**src/sv/clt_pkg.sv**
```systemverilog
// ----------------------------------------------------------------------------
// Client lease table package
// Shared types, constants and a helper function for the lease table.
// ----------------------------------------------------------------------------
package clt_pkg;

	localparam int unsigned HASH_W = 32;
	localparam int unsigned TIME_W = 32;
	localparam int unsigned DUR_W  = 31;

	// Lease lifetime after reset, in milliseconds.
	localparam logic [DUR_W-1:0] DUR_RESET = 31'd12000;

	// Request type codes.
	localparam logic REQ_SET   = 1'b0;
	localparam logic REQ_QUERY = 1'b1;

	typedef enum logic [1:0] {
		ST_IDLE,
		ST_SCAN,
		ST_TAKE,
		ST_EMIT
	} clt_state_t;

	typedef struct packed {
		logic              req_type;
		logic [HASH_W-1:0] client_id;
		logic              view_on;
		logic [TIME_W-1:0] now_ms;
	} clt_in_t;

	typedef struct packed {
		logic ack_active;
		logic any_live;
	} clt_out_t;

	// Commands from the controller to the datapath.
	typedef struct packed {
		logic start;
		logic scan;
		logic take;
		logic load_out;
	} clt_cmd_t;

	// Status from the datapath to the controller.
	typedef struct packed {
		logic scan_done;
	} clt_sts_t;

	// True when a - b, read as a signed value, is negative.
	function automatic logic wrap_before(logic [TIME_W-1:0] a, logic [TIME_W-1:0] b);
		logic [TIME_W-1:0] diff;
		diff = a - b;
		return diff[TIME_W-1];
	endfunction

endpackage

```
**src/sv/clt_ctrl.sv**
```systemverilog
// ----------------------------------------------------------------------------
// Client lease table controller
// Sequences accept, slot scan, lease take and result hand-off.
// ----------------------------------------------------------------------------
module clt_ctrl
	import clt_pkg::*;
(
	input  logic     clk,
	input  logic     arst_n,
	input  logic     in_valid,
	output logic     in_stall,
	output logic     out_valid,
	input  logic     out_stall,
	input  clt_sts_t sts,
	output clt_cmd_t cmd
);

	clt_state_t state_q;
	clt_state_t state_d;
	logic       out_valid_q;
	logic       out_free;

	// The output register can take a new beat when empty or being drained.
	assign out_free = !out_valid_q || !out_stall;

	// Next state.
	always_comb begin
		state_d = state_q;
		unique case (state_q)
			ST_IDLE: begin
				if (in_valid) state_d = ST_SCAN;
			end
			ST_SCAN: begin
				if (sts.scan_done) state_d = ST_TAKE;
			end
			ST_TAKE: begin
				state_d = ST_EMIT;
			end
			ST_EMIT: begin
				if (out_free) state_d = ST_IDLE;
			end
			default: begin
				state_d = ST_IDLE;
			end
		endcase
	end

	// Commands and handshake outputs.
	always_comb begin
		cmd      = '0;
		in_stall = 1'b1;
		unique case (state_q)
			ST_IDLE: begin
				in_stall  = 1'b0;
				cmd.start = in_valid;
			end
			ST_SCAN: begin
				cmd.scan = 1'b1;
			end
			ST_TAKE: begin
				cmd.take = 1'b1;
			end
			ST_EMIT: begin
				cmd.load_out = out_free;
			end
			default: begin
				cmd = '0;
			end
		endcase
	end

	// State register.
	always_ff @(posedge clk or negedge arst_n) begin
		if (!arst_n) begin
			state_q <= ST_IDLE;
		end else begin
			state_q <= state_d;
		end
	end

	// Output valid flag: set on load, cleared when the beat is taken.
	always_ff @(posedge clk or negedge arst_n) begin
		if (!arst_n) begin
			out_valid_q <= 1'b0;
		end else if (cmd.load_out) begin
			out_valid_q <= 1'b1;
		end else if (!out_stall) begin
			out_valid_q <= 1'b0;
		end
	end

	assign out_valid = out_valid_q;

	// A waiting result is never overwritten.
	a_no_overwrite: assert property (@(posedge clk) disable iff (!arst_n)
		(out_valid_q && out_stall) |-> !cmd.load_out)
		else $error("result overwritten while stalled");

	// An accepted beat always starts a scan.
	a_accept_scans: assert property (@(posedge clk) disable iff (!arst_n)
		(in_valid && !in_stall) |=> (state_q == ST_SCAN))
		else $error("accepted beat did not start a scan");

	// A new result appears only after a load command.
	a_valid_from_load: assert property (@(posedge clk) disable iff (!arst_n)
		$rose(out_valid_q) |-> $past(cmd.load_out))
		else $error("output valid rose without a load");

endmodule

```
**src/sv/clt_dp.sv**
```systemverilog
// ----------------------------------------------------------------------------
// Client lease table datapath
// Slot memory with valid bits, scan evaluation, lease take and result register.
// ----------------------------------------------------------------------------
module clt_dp
	import clt_pkg::*;
#(
	parameter int unsigned LEASE_SLOTS = 4
) (
	input  logic             clk,
	input  logic             arst_n,
	input  logic             cfg_we,
	input  logic [DUR_W-1:0] cfg_wdata,
	input  clt_in_t          in_data,
	input  clt_cmd_t         cmd,
	output clt_sts_t         sts,
	output clt_out_t         out_data
);

	localparam int unsigned IDX_W = (LEASE_SLOTS > 1) ? $clog2(LEASE_SLOTS) : 1;
	localparam logic [IDX_W-1:0] LAST_IDX = IDX_W'(LEASE_SLOTS - 1);
	localparam int unsigned ENT_W = HASH_W + TIME_W;

	// Configuration and captured request.
	logic [DUR_W-1:0]  dur_q;
	logic              req_q;
	logic [HASH_W-1:0] hash_q;
	logic              on_q;
	logic [TIME_W-1:0] now_q;

	// Slot store: one entry per lease, valid bits cleared by reset.
	logic [ENT_W-1:0]       mem [LEASE_SLOTS];
	logic [LEASE_SLOTS-1:0] vld_q;

	// Scan pipeline: read stage and evaluate stage.
	logic              rd_act_q;
	logic [IDX_W-1:0]  rd_idx_q;
	logic              ev_vld_s1;
	logic [IDX_W-1:0]  ev_idx_s1;
	logic [HASH_W-1:0] rd_hash_s1;
	logic [TIME_W-1:0] rd_exp_s1;

	// Scan results.
	logic              have_free_q;
	logic [IDX_W-1:0]  free_idx_q;
	logic              have_old_q;
	logic [IDX_W-1:0]  old_idx_q;
	logic [TIME_W-1:0] old_exp_q;
	logic              live_q;
	logic              matched_q;

	clt_out_t          out_q;

	logic              is_query;
	logic [TIME_W-1:0] new_exp;
	logic              ev_en;
	logic              slot_used;
	logic              slot_expired;
	logic              match_now;
	logic              clear_now;
	logic              free_now;
	logic              old_now;
	logic              live_now;
	logic              refresh_now;
	logic              take_now;
	logic              mem_we;
	logic [IDX_W-1:0]  mem_waddr;

	// Evaluation of the slot that was read in the previous cycle.
	always_comb begin
		is_query     = (req_q == REQ_QUERY);
		new_exp      = now_q + TIME_W'(dur_q);
		ev_en        = cmd.scan && ev_vld_s1;
		slot_used    = (rd_hash_s1 != '0);
		slot_expired = !wrap_before(now_q, rd_exp_s1);
		match_now    = ev_en && !is_query && (rd_hash_s1 == hash_q);
		clear_now    = (ev_en && !match_now && slot_used && slot_expired) ||
		               (match_now && !on_q);
		free_now     = ev_en && !is_query && !match_now && (!slot_used || slot_expired);
		old_now      = ev_en && !is_query && !match_now && slot_used && !slot_expired &&
		               (!have_old_q || wrap_before(rd_exp_s1, old_exp_q));
		live_now     = ev_en && is_query && slot_used && !slot_expired;
		refresh_now  = match_now && on_q;
		take_now     = cmd.take && !is_query && !matched_q && on_q &&
		               (have_free_q || have_old_q);
		mem_we       = refresh_now || take_now;
		mem_waddr    = take_now ? (have_free_q ? free_idx_q : old_idx_q) : ev_idx_s1;
		sts.scan_done = ev_en && ((ev_idx_s1 == LAST_IDX) || match_now);
	end

	// Lease duration register.
	always_ff @(posedge clk or negedge arst_n) begin
		if (!arst_n) begin
			dur_q <= DUR_RESET;
		end else if (cfg_we) begin
			dur_q <= cfg_wdata;
		end
	end

	// Request capture; a zero hash stands for client 1.
	always_ff @(posedge clk) begin
		if (cmd.start) begin
			req_q  <= in_data.req_type;
			hash_q <= (in_data.client_id == '0) ? HASH_W'(1) : in_data.client_id;
			on_q   <= in_data.view_on;
			now_q  <= in_data.now_ms;
		end
	end

	// Slot memory write and registered read; an invalid entry reads as zero.
	always_ff @(posedge clk) begin
		if (mem_we) begin
			mem[mem_waddr] <= {hash_q, new_exp};
		end
		if (cmd.scan && rd_act_q) begin
			if (vld_q[rd_idx_q]) begin
				{rd_hash_s1, rd_exp_s1} <= mem[rd_idx_q];
			end else begin
				rd_hash_s1 <= '0;
				rd_exp_s1  <= '0;
			end
		end
	end

	// Valid bits: set on write, cleared when a slot is released or expires.
	always_ff @(posedge clk or negedge arst_n) begin
		if (!arst_n) begin
			vld_q <= '0;
		end else if (mem_we) begin
			vld_q[mem_waddr] <= 1'b1;
		end else if (clear_now) begin
			vld_q[ev_idx_s1] <= 1'b0;
		end
	end

	// Scan control: read address walk and evaluate-stage valid.
	always_ff @(posedge clk or negedge arst_n) begin
		if (!arst_n) begin
			rd_act_q    <= 1'b0;
			rd_idx_q    <= '0;
			ev_vld_s1   <= 1'b0;
			ev_idx_s1   <= '0;
			have_free_q <= 1'b0;
			have_old_q  <= 1'b0;
			live_q      <= 1'b0;
			matched_q   <= 1'b0;
		end else if (cmd.start) begin
			rd_act_q    <= 1'b1;
			rd_idx_q    <= '0;
			ev_vld_s1   <= 1'b0;
			have_free_q <= 1'b0;
			have_old_q  <= 1'b0;
			live_q      <= 1'b0;
			matched_q   <= 1'b0;
		end else if (cmd.scan) begin
			ev_vld_s1 <= rd_act_q && !match_now;
			ev_idx_s1 <= rd_idx_q;
			if (match_now || (rd_idx_q == LAST_IDX)) begin
				rd_act_q <= 1'b0;
			end else if (rd_act_q) begin
				rd_idx_q <= rd_idx_q + 1'b1;
			end
			if (match_now) matched_q <= 1'b1;
			if (free_now && !have_free_q) have_free_q <= 1'b1;
			if (old_now) have_old_q <= 1'b1;
			if (live_now) live_q <= 1'b1;
		end
	end

	// Noted free slot and oldest live slot.
	always_ff @(posedge clk) begin
		if (free_now && !have_free_q) begin
			free_idx_q <= ev_idx_s1;
		end
		if (old_now) begin
			old_idx_q <= ev_idx_s1;
			old_exp_q <= rd_exp_s1;
		end
	end

	// Result register.
	always_ff @(posedge clk) begin
		if (cmd.load_out) begin
			out_q.ack_active <= !is_query && on_q;
			out_q.any_live   <= is_query && live_q;
		end
	end

	assign out_data = out_q;

endmodule

```
**src/sv/client_lease_table.sv**
```systemverilog
// ----------------------------------------------------------------------------
// Client lease table
// Fixed table of client leases with wrap-around expiry, set and query requests.
// ----------------------------------------------------------------------------
// Usage:
//   Input channel (in_valid, in_stall, in_data) carries one request per beat:
//   a set or release of a client lease, or a query that sweeps expired leases.
//   Output channel (out_valid, out_stall, out_data) returns exactly one result
//   beat per request, in request order.
//   cfg_we/cfg_wdata write the lease duration; write it only while idle.
// Sequencing:
//   A request walks the slot memory one slot per cycle through a registered
//   read, ending early on a hash match, then passes through the lease take
//   and loads the result. A new request is accepted only once the previous
//   one has loaded its result into the output register.
// Reset:
//   arst_n clears every slot valid bit, so all leases read as empty, and sets
//   the lease duration to 12000 ms. No clearing pass is needed.
// Stall:
//   The result sits in an output register; the next request is accepted while
//   it waits, and that request's result holds until the register drains.
// ----------------------------------------------------------------------------
module client_lease_table
	import clt_pkg::*;
#(
	parameter int unsigned LEASE_SLOTS = 4
) (
	input  logic             clk,
	input  logic             arst_n,
	input  logic             cfg_we,
	input  logic [DUR_W-1:0] cfg_wdata,
	input  logic             in_valid,
	output logic             in_stall,
	input  clt_in_t          in_data,
	output logic             out_valid,
	input  logic             out_stall,
	output clt_out_t         out_data
);

	clt_cmd_t cmd;
	clt_sts_t sts;

	// Sequencing of each request.
	clt_ctrl u_ctrl (
		.clk       (clk),
		.arst_n    (arst_n),
		.in_valid  (in_valid),
		.in_stall  (in_stall),
		.out_valid (out_valid),
		.out_stall (out_stall),
		.sts       (sts),
		.cmd       (cmd)
	);

	// Slot store and scan evaluation.
	clt_dp #(
		.LEASE_SLOTS (LEASE_SLOTS)
	) u_dp (
		.clk       (clk),
		.arst_n    (arst_n),
		.cfg_we    (cfg_we),
		.cfg_wdata (cfg_wdata),
		.in_data   (in_data),
		.cmd       (cmd),
		.sts       (sts),
		.out_data  (out_data)
	);

endmodule
```
**config.mk**
```make
export PLATFORM = sky130hd
export DESIGN_NAME = client_lease_table
export DESIGN_NICKNAME = d
export VERILOG_FILES = /design/src/sv/clt_pkg.sv /design/src/sv/clt_ctrl.sv /design/src/sv/clt_dp.sv /design/src/sv/client_lease_table.sv
export SDC_FILE = /design/constraint.sdc
export NUM_CORES = 1
export LEC_CHECK = 0
export ABC_CLOCK_PERIOD_IN_PS = 8400
export BUFFER_PORTS_ARGS = -buffer_cell sky130_fd_sc_hd__buf_2
export CAP_MARGIN = 20
export CORE_MARGIN = 3
export CORE_UTILIZATION = 55
export CTS_BUF_LIST = sky130_fd_sc_hd__clkbuf_4 sky130_fd_sc_hd__clkbuf_8 sky130_fd_sc_hd__clkbuf_16
export CTS_CLUSTER_SIZE = 8
export DETAILED_ROUTE_END_ITERATION = 7
export PLACE_DENSITY_LB_ADDON = 0.2
export SYNTH_ARGS = -nofsm -noshare
export SYNTH_HDL_FRONTEND = slang
export SYNTH_SLANG_ARGS = --single-unit
```
**constraint.sdc**
```tcl
create_clock -name clk -period 8.4 [get_ports clk]
set_input_delay 1.26 -clock clk [delete_from_list [all_inputs] [get_ports clk]]
set_output_delay 1.26 -clock clk [all_outputs]
set_load 0.05 [all_outputs]
```
==> impl_metrics.py, run 1 <==
metrics = {
    "synth": {
        "synthesis.area_um2": 20600,
        "yosysTopAreaCell": "edfxtp_1",
        "synth.area.top_cells": "edfxtp_1, mux4_2, ha_1",
        "yosys_warnings": 0,
        "syn_nets": 1490,
        "synth-main-ff-cell": "edfxtp_1",
        "yosys.cell_types.count": 68,
        "ys_seq_elements": 472,
        "syn_avg_cell_area_um2": 16.0,
        "ys_seq_area_share_pct": 67.6,
        "synth.most_common_cell": "edfxtp_1",
        "synthArstFlopShare_pct": 10.2,
        "synth_common_cells": "edfxtp_1, ha_1, inv_1, nor2b_1, mux4_2",
        "synth_edf_count": 424,
        "synth_top_area_share_pct": 61.7,
        "syn_inst": 1290,
    },
    "routing": {
        "wl_um": 42100,
        "num_vias": 11300,
        "drtIter0Drc": 755,
        "viasPerCell": 5.85,
        "drc_errors": 0,
        "dr.pass1.iters": 5,
        "ant_nets": 0,
        "wire_per_inst_um": 21.9,
    },
    "timing": {
        "period_share_pct": 48.9,
        "slew_violations": 0,
        "skew_ps": 19.1,
        "tightest_slew_ps": 1070,
        "relSlewSlack_pct": 28.8,
        "setup_tns_ps": 0,
        "rsz0062_at_grt": "no",
        "period_needed_ps": 4100,
        "fin_ws_ps": 4300,
        "hold_viol": 0,
        "fmax_mhz": 244,
        "setup_viol": 0,
    },
    "cts": {
        "cts_hold_buf": 0,
        "cts_sinks": 472,
        "cts-resized-gates": 0,
        "root_buffer": "clkbuf_16",
        "post-cts-setup-buffers": 0,
        "clockBufferDepth": 3,
        "clock_latency_ps": 580,
        "cts_buffers": 69,
        "htreeDepth": 3,
        "cts_tree": "yes",
        "clkTransAtPathRegs_ps": 50,
    },
    "setup_path": {
        "r2r-start": "u_dp.hash_q[2]",
        "critPathCapture": "u_dp.mem[0][57]",
        "reg2regPathDepth": 8,
        "arrival_ps": 4300,
        "path_class": "flip-flop to flip-flop",
        "rr_endpoint": "u_dp.mem[0][57]",
        "startpoint_type": "flip-flop",
        "startpoint": "u_dp.hash_q[2]",
        "crit_fanout": 39,
        "cp.required_ps": 8600,
        "endpoint_kind": "flip-flop",
        "ff2ff_setup_slack_ps": 4300,
    },
    "power": {
        "p_per_area_nw_per_um2": 329,
        "ir_drop_mv": 0.205,
        "power_leakage_nw": 8.78,
    },
    "final_layout": {
        "num-fill-cells": 2607,
        "drive_gt1_share_pct": 24.3,
        "stdcell_area_um2": 23800,
        "multi_input_area_um2": 6170,
        "syn_to_final_growth_pct": 15.2,
        "seq_area_um2": 13900,
        "postLayoutCoreUtil_pct": 64.6,
        "final_nets": 1617,
    },
    "die": {
        "rows": 70,
        "die_x_um": 200,
        "io_pins": 106,
        "die-area_um2": 39900,
        "die_h_um": 200,
        "core-area_um2": 36800,
        "start_util_pct": 56.1,
    },
    "hold_path": {
        "whs_path_depth": 0,
        "hold_path.class": "flip-flop to flip-flop",
    },
    "placed_design": {
        "place_congestion": 0.812,
        "place_hpwl_um": 26300,
        "post-place-ws_ps": 4220,
        "place_area_um2": 21600,
        "portBuffers": 105,
    },
    "global_route": {
        "grt_pass1_wl_um": 64900,
        "antenna_found_initial": 2,
        "overflow": 0,
        "grt_start_max_net_pins": 71,
        "grt_pass1_vias": 11500,
        "gr-usage-all-layers_pct": 21.6,
    },
    "flow_run": {
        "cap_violations": 0,
    },
    "outcome": {
        "status": "finished, final reports clean",
    },
}
==> power breakdown <==
| part | switching (mW) | internal [mW] | leakage (nW) |
|---|---|---|---|
| registers | 0.261 | 3.11 | 4.43 |
| logic | 1.09 | 0.756 | 3.28 |
| clock network | 0.971 | 1.64 | 1.06 |
==> metal layers <==
metal / share of wire, % / GRT usage (%) / up-vias
li1: - / - / 5181
met1: 43 / 29.3 / 5646
met2: 50 / 36.0 / 358
met3: 5.6 / 4.27 / 73
met4: 2.0 / 6.46 / 2
met5: 0.031 / 0 / -
==> worst min-delay path by stage <==
stage                                   from                  to
final                      u_dp.rd_exp_s1[0]   u_dp.old_exp_q[0]
after global routing      u_dp.rd_exp_s1[13]  u_dp.old_exp_q[13]
after CTS                 u_dp.rd_exp_s1[13]  u_dp.old_exp_q[13]
after detailed placement  u_dp.rd_exp_s1[16]  u_dp.old_exp_q[16]
after global placement     u_dp.rd_exp_s1[0]   u_dp.old_exp_q[0]
after floorplan            u_dp.ev_idx_s1[0]  u_dp.free_idx_q[0]
==> worst max-delay path, stage by stage, from the launching register on <==
cell and delay [ps]:
edfxtp_1 460, xor2_1 200, nor4_1 430, nand4_1 150
nor2_1 320, nand2_1 210, o31ai_1 320, nor2b_4 930
buf_4 660
==> cell families (layout without fill, tap and decap cells) <==
kind of cell,Yosys count,count (layout),share of synthesized area [%]
flops,472,472,67.6
simple gates,236,236,6.32
compound gates,180,180,5.99
buf+inv,145,311,2.73
mux,100,100,8.92
fa+ha+maj,98,98,5.98
xor+xnor,59,59,2.50
other cells,0,1,0
==> final cells by class <==
type / instances / area share, %
Sequential cell: 472 / 58.7
Multi-Input combinational cell: 673 / 25.9
Clock buffer: 103 / 8.41
Timing Repair Buffer: 117 / 2.67
Tap cell: 468 / 2.46
Inverter: 84 / 1.33
Clock inverter: 7 / 0.469
Antenna cell: 1 / 0.0105
==> state kept, by name (all words and copies together), names as in the netlist, 4 cells and up <==
name / count
u_dp.mem: 256
u_dp.hash_q: 32
u_dp.now_q: 32
u_dp.old_exp_q: 32
u_dp.rd_exp_s1: 32
u_dp.rd_hash_s1: 32
u_dp.dur_q: 31
u_dp.vld_q: 4
==> metrics by stage <==
stage / instances / total power, mW / hold slack [ps]
after CTS: 1923 / 7.89 / 477
after floorplan: 1290 / 4.67 / 440
after detailed placement: 1813 / 5.25 / 468
after global routing: 1925 / 8.23 / 486
after global placement: 1813 / 5.20 / 463
final: 1925 / 7.83 / 472
==> cells in the final DEF, fill, tap and decap left out, types with 3 or more instances in the layout <==
cell | Yosys | layout
nor3_1 | 8 | 8
or2_2 | 3 | 3
and2_1 | 4 | 3
dfstp_2 | 7 | 7
buf_4 | 0 | 11
inv_1 | 83 | 81
xnor2_1 | 17 | 17
nor2b_1 | 77 | 75
xor2_1 | 42 | 42
a31oi_1 | 5 | 5
mux2i_1 | 5 | 5
edfxtp_1 | 424 | 424
a21o_1 | 31 | 31
o21a_1 | 12 | 12
ha_1 | 97 | 97
nand4_1 | 19 | 19
clkbuf_4 | 0 | 33
and3_1 | 3 | 3
o21bai_1 | 4 | 4
nand3_1 | 15 | 15
a21oi_1 | 49 | 49
a21boi_0 | 3 | 3
o211ai_1 | 7 | 7
nand2b_1 | 5 | 5
o21ai_0 | 27 | 27
mux4_2 | 64 | 64
nand2_1 | 28 | 28
or2_1 | 3 | 3
clkbuf_16 | 0 | 70
mux2_2 | 31 | 31
buf_2 | 3 | 105
inv_6 | 0 | 3
nor4_1 | 24 | 24
nor2_1 | 37 | 37
a211oi_1 | 5 | 5
o21ai_1 | 8 | 7
dfrtp_1 | 41 | 39
a211o_1 | 3 | 3
(Power assumes the default switching activity.)
==> run 2, diff against run 1 <==
ABC_AREA = 1   (was default)
ABC_CLOCK_PERIOD_IN_PS = 3470   (was 8400)
clock period = 3.47 ns   (was 8.4 ns; I/O delays follow)
==> impl_metrics.py, run 2 <==
metrics = {
    "synth": {
        "synth-main-ff-cell": "edfxtp_1",
        "synth.area.top_cells": "edfxtp_1, ha_1, nand2_1",
        "syn_inst": 1897,
        "synth_edf_count": 424,
        "ys_seq_elements": 472,
        "yosys.cell_types.count": 46,
        "ys_seq_area_share_pct": 65.0,
        "synth.most_common_cell": "edfxtp_1",
        "synth_common_cells": "edfxtp_1, nand2_1, inv_1, nor2_1, o21ai_0",
        "syn_avg_cell_area_um2": 11.3,
        "synthArstFlopShare_pct": 10.2,
        "yosysTopAreaCell": "edfxtp_1",
        "synthesis.area_um2": 21400,
        "syn_nets": 2097,
        "synth_top_area_share_pct": 59.4,
        "yosys_warnings": 0,
    },
    "cts": {
        "clkTransAtPathRegs_ps": 50,
        "cts_buffers": 68,
        "clock_latency_ps": 580,
        "cts_tree": "yes",
        "htreeDepth": 3,
        "clockBufferDepth": 3,
        "root_buffer": "clkbuf_16",
        "cts-resized-gates": 0,
        "cts_sinks": 472,
    },
    "setup_path": {
        "endpoint_kind": "flip-flop",
        "reg2regPathDepth": 13,
        "max_stage_delay_ps": 440,
        "path_class": "flip-flop to flip-flop",
        "ff2ff_setup_slack_ps": 460,
        "startpoint_type": "flip-flop",
        "crit_chain": "ha_1 > nand2_1 > nor2_1 > and2_1 > nand2_1 > nor2_1 > nor2_1 > nand3_1 > nand2_1 > nor2_1 > nand2_1 > inv_1 > buf_4",
        "cp_slowest_cell": "edfxtp_1",
        "crit_fanout": 33,
        "r2r-start": "u_dp.now_q[30]",
        "rr_endpoint": "u_dp.old_exp_q[8]",
        "cp.required_ps": 3670,
        "arrival_ps": 3210,
    },
    "timing": {
        "period_share_pct": 86.7,
        "hold_viol": 0,
        "slew_violations": 0,
        "skew_ps": 21.2,
        "rsz0062_at_grt": "no",
        "setup_viol": 0,
        "tightest_slew_ps": 813,
        "period_needed_ps": 3010,
        "fmax_mhz": 332,
        "relSlewSlack_pct": 45.8,
        "whs_ps": 121,
    },
    "routing": {
        "wl_um": 47500,
        "drtIter0Drc": 1160,
        "num_vias": 14200,
        "wire_per_inst_um": 18.5,
        "viasPerCell": 5.52,
        "drc_errors": 0,
        "dr.pass1.iters": 5,
        "ant_nets": 0,
    },
    "final_layout": {
        "final_common_cell": "edfxtp_1",
        "largest_reg_flops": 256,
        "final_nets": 2209,
        "syn_to_final_growth_pct": 14.9,
        "drive_gt1_share_pct": 14.9,
        "num-fill-cells": 2899,
        "n_antenna_cell": 0,
        "layout_common_cells": "edfxtp_1, nand2_1, inv_1",
        "seq_area_um2": 13900,
        "instances_no_fill": 2568,
        "regMostFlops": "u_dp.mem",
        "multi_input_area_um2": 6290,
    },
    "hold_path": {
        "whs_path_depth": 1,
        "hold_path_end": "u_dp.now_q[3]",
        "min-delay-start": "in_data[3]",
        "hold_path.class": "input pin to flip-flop",
    },
    "power": {
        "netSwitchingPower_mw": 6.04,
        "finalPower_mw": 19.0,
        "p_comb_share_pct": 24.8,
        "power_leakage_nw": 10.2,
        "power_frac_seq_pct": 41.4,
        "p_per_area_nw_per_um2": 770,
        "power.share.clock_pct": 33.8,
        "ir_drop_mv": 0.439,
        "p_sw_share_pct": 31.8,
        "p_int_mw": 12.9,
    },
    "global_route": {
        "grt_start_max_net_pins": 71,
        "met2_usage_pct": 38.2,
        "grt_use_met1_pct": 31.6,
        "overflow": 0,
        "grtUsageMet3_pct": 3.94,
        "antenna_found_initial": 0,
        "grt_pass1_wl_um": 75000,
        "busiest_layer": "met2",
        "grt_pass1_vias": 14000,
        "gr-usage-all-layers_pct": 23.2,
    },
    "die": {
        "die_x_um": 203,
        "io_pins": 106,
        "core-area_um2": 38000,
        "start_util_pct": 56.4,
        "rows": 71,
        "die_h_um": 203,
        "die-area_um2": 41400,
    },
    "placed_design": {
        "placed_cells": 2449,
        "place_hpwl_um": 30100,
        "portBuffers": 105,
        "place_congestion": 0.927,
    },
    "outcome": {
        "status": "finished, final reports clean",
    },
    "flow_run": {
        "cap_violations": 0,
    },
}
==> run 2: worst max path at each step <==
stage | cells past startpoint | end | slack (ps) | from
2_1_floorplan | 9 | u_dp.mem[3][0] | -110 | u_ctrl.state_q[1]
3_3_place_gp | 13 | u_dp.old_exp_q[1] | 550 | u_dp.now_q[30]
3_5_place_dp | 13 | u_dp.old_exp_q[0] | 510 | u_dp.now_q[30]
4_1_cts | 13 | u_dp.old_exp_q[8] | 490 | u_dp.now_q[30]
5_1_grt | 14 | u_dp.old_exp_q[8] | 320 | u_dp.rd_exp_s1[30]
6_report | 13 | u_dp.old_exp_q[8] | 460 | u_dp.now_q[30]
==> run 2: critical path: cells and delay by family, from the launching register on <==
| kind | cells | cell delay (ps) |
|---|---|---|
| fa+ha+maj | 1 | 330 |
| buf+inv | 2 | 510 |
| flops | 1 | 440 |
| simple gates | 10 | 1320 |
==> run 2: what timing repair did <==
item / 4_1_cts / 5_1_grt
hold buffers: 1 / 0
hold endpoints to repair: 19 / 0
buffers inserted: 0 / 0
==> run 2: area by class of cell <==
type                       instances  area share, %
inverter                         233           3.55
multi-input combinational       1108           25.5
tap                              511           2.59
clock buffer                     114           8.45
timing repair buffer             126           3.09
sequential                       472           56.6
clock inverter                     4          0.234
==> run 2: power groups by stage <==
stage / clock, mW / sequential (mW) / combinational (mW)
floorplan: 0 / 7.84 / 3.30
global placement: 0 / 7.94 / 4.51
detailed placement: 0 / 7.96 / 4.66
CTS: 6.51 / 7.87 / 4.71
global route: 6.77 / 7.94 / 5.29
finish: 6.40 / 7.86 / 4.70
==> run 2: per-stage QoR <==
step	setup slack (ps)	utilization [%]	area (µm²)	setup TNS (ps)
floorplan	-112	-	21500	-28750
global placement	545	59.2	22500	0
detailed placement	505	59.2	22500	0
CTS	491	64.8	24600	0
global route	320	64.8	24600	0
finish	460	64.8	24600	0
==> run 2: logic make-up after synthesis <==
family / after synthesis / share of synthesized area (%)
AOI/OAI and AO/OA: 317 / 8.31
adders and majority gates: 98 / 5.75
DFF: 472 / 65.0
buffers and inverters: 317 / 5.82
muxes: 30 / 1.58
and+or+nand+nor: 615 / 11.6
xor gates and xnor gates: 48 / 1.96
==> run 2: per-layer routing <==
| layer | wire length (µm) | vias to the layer above |
|---|---|---|
| li1 | - | 6747 |
| met1 | 20500 | 6826 |
| met2 | 22600 | 507 |
| met3 | 3100 | 89 |
| met4 | 1220 | 0 |
| met5 | 0 | - |
==> run 3, diff against run 2 <==
CORE_ASPECT_RATIO = 1.4   (was default)
SLEW_MARGIN = 0   (was default)
==> impl_metrics.py, run 3 (same netlist as run 2, synthesis figures left out) <==
metrics = {
    "setup_path": {
        "crit_chain": "ha_1 > nand2_1 > nor2_1 > and2_1 > nand2_1 > nor2_1 > nor2_1 > nand3_1 > nand2_1 > nor2_1 > nand2_1 > inv_1 > buf_4",
        "path_buf_inv": 2,
        "cp.required_ps": 3680,
        "path_class": "flip-flop to flip-flop",
        "cp_top_family": "simple AND/OR/NAND/NOR gates",
        "crit_fanout": 32,
        "arrival_ps": 3160,
        "cp_slowest_cell": "edfxtp_1",
        "startpoint_type": "flip-flop",
        "max_stage_delay_ps": 430,
        "endpoint_kind": "flip-flop",
    },
    "cts": {
        "clock_latency_ps": 570,
        "htreeDepth": 3,
        "post-cts-setup-buffers": 0,
        "clkTransAtPathRegs_ps": 50,
        "clockBufferDepth": 3,
        "cts_hold_buf": 0,
        "cts_buffers": 68,
        "root_buffer": "clkbuf_16",
        "cts_tree": "yes",
        "cts_sinks": 472,
        "cts-resized-gates": 0,
    },
    "power": {
        "power_leakage_nw": 10.2,
        "p_int_mw": 12.9,
        "p_comb_share_pct": 24.5,
        "power_frac_seq_pct": 42.1,
        "p_per_area_nw_per_um2": 766,
        "power.share.clock_pct": 33.4,
        "ir_drop_mv": 0.409,
        "netSwitchingPower_mw": 5.94,
        "p_sw_share_pct": 31.6,
    },
    "final_layout": {
        "syn_to_final_growth_pct": 14.4,
        "regMostFlops": "u_dp.mem",
        "n_antenna_cell": 0,
        "instances_no_fill": 2565,
        "final_common_cell": "edfxtp_1",
        "drive_gt1_share_pct": 14.3,
        "postLayoutCoreUtil_pct": 63.8,
        "final_nets": 2204,
        "largest_reg_flops": 256,
        "layout_common_cells": "edfxtp_1, nand2_1, inv_1",
    },
    "routing": {
        "ant_nets": 0,
        "wire_per_inst_um": 18.2,
        "drtIter0Drc": 898,
        "viasPerCell": 5.38,
        "drc_errors": 0,
        "dr.pass1.iters": 5,
        "wl_um": 46600,
        "num_vias": 13800,
    },
    "hold_path": {
        "hold_path.class": "input pin to asynchronous set/reset pin",
    },
    "die": {
        "die_x_um": 173,
        "io_pins": 106,
        "core-area_um2": 38500,
        "die_h_um": 240,
        "die-area_um2": 41400,
        "rows": 85,
        "start_util_pct": 55.7,
    },
    "placed_design": {
        "placed_cells": 2456,
        "post-place-ws_ps": 531,
        "portBuffers": 105,
        "place_hpwl_um": 29200,
        "place_congestion": 0.906,
    },
    "timing": {
        "fin_ws_ps": 521,
        "tightest_slew_ps": 938,
        "hold_viol": 0,
        "relSlewSlack_pct": 37.5,
        "period_needed_ps": 2950,
        "period_share_pct": 85.0,
        "rsz0062_at_grt": "no",
        "setup_viol": 0,
        "skew_ps": 13.9,
        "fmax_mhz": 339,
        "slew_violations": 0,
    },
    "global_route": {
        "gr-usage-all-layers_pct": 22.5,
        "antenna_found_initial": 0,
        "grt_pass1_wl_um": 73300,
        "grt_pass1_vias": 14200,
        "overflow": 0,
        "grt_start_max_net_pins": 124,
    },
    "outcome": {
        "status": "finished, final reports clean",
    },
    "flow_run": {
        "cap_violations": 0,
    },
}
-- run 3: worst paths after layout --
check / startpoint / endpoint / slack (ps) / cells after the start
max: u_dp.now_q[30] / u_dp.old_exp_q[1] / 520 / 13
min: arst_n / u_dp.rd_idx_q[0] / 50 / 1
max reg2reg: u_dp.now_q[30] / u_dp.old_exp_q[1] / 520 / 13
min reg2reg: u_dp.rd_act_q / u_dp.rd_act_q / 480 / 2
max in group asynchronous: arst_n / u_dp.dur_q[9] / 2600 / 2
min in group clk: in_data[19] / u_dp.now_q[19] / 130 / 1
-- run 3: cell type report --
cell class              instances  area [µm²]
repair buffers                121         721
flip-flops and latches        472       13900
clock buffers                 108        2050
inverters                     233         876
clock inverters                 1        8.76
well taps                     522         653
fillers                      3020       14000
multi-input cells            1108        6290
-- run 3: metal layers --
layer  GRT usage, %  vias up  wire, µm
li1               -     6711         -
met1           26.9     6645     18600
met2           41.2      351     24300
met3           3.01      100      2210
met4           9.37        0      1440
met5              0        -         0
-- run 3: power groups by stage --
stage / logic, mW / clock network (mW) / registers [mW]
6_report: 4.61 / 6.28 / 7.92
5_1_grt: 5.23 / 6.66 / 7.99
4_1_cts: 4.64 / 6.40 / 7.92
3_5_place_dp: 4.59 / 0 / 8.00
3_3_place_gp: 4.45 / 0 / 7.98
2_1_floorplan: 3.30 / 0 / 7.84
-- run 3: through the flow --
stage                     area [µm²]  TNS [ps]  hold slack, ps  total power [mW]
after floorplan                21500    -28750             225              11.1
after global placement         22500         0             470              12.4
after detailed placement       22500         0             467              12.6
after CTS                      24500         0            65.7              19.0
after global routing           24500         0             118              19.9
final                          24500         0            53.4              18.8
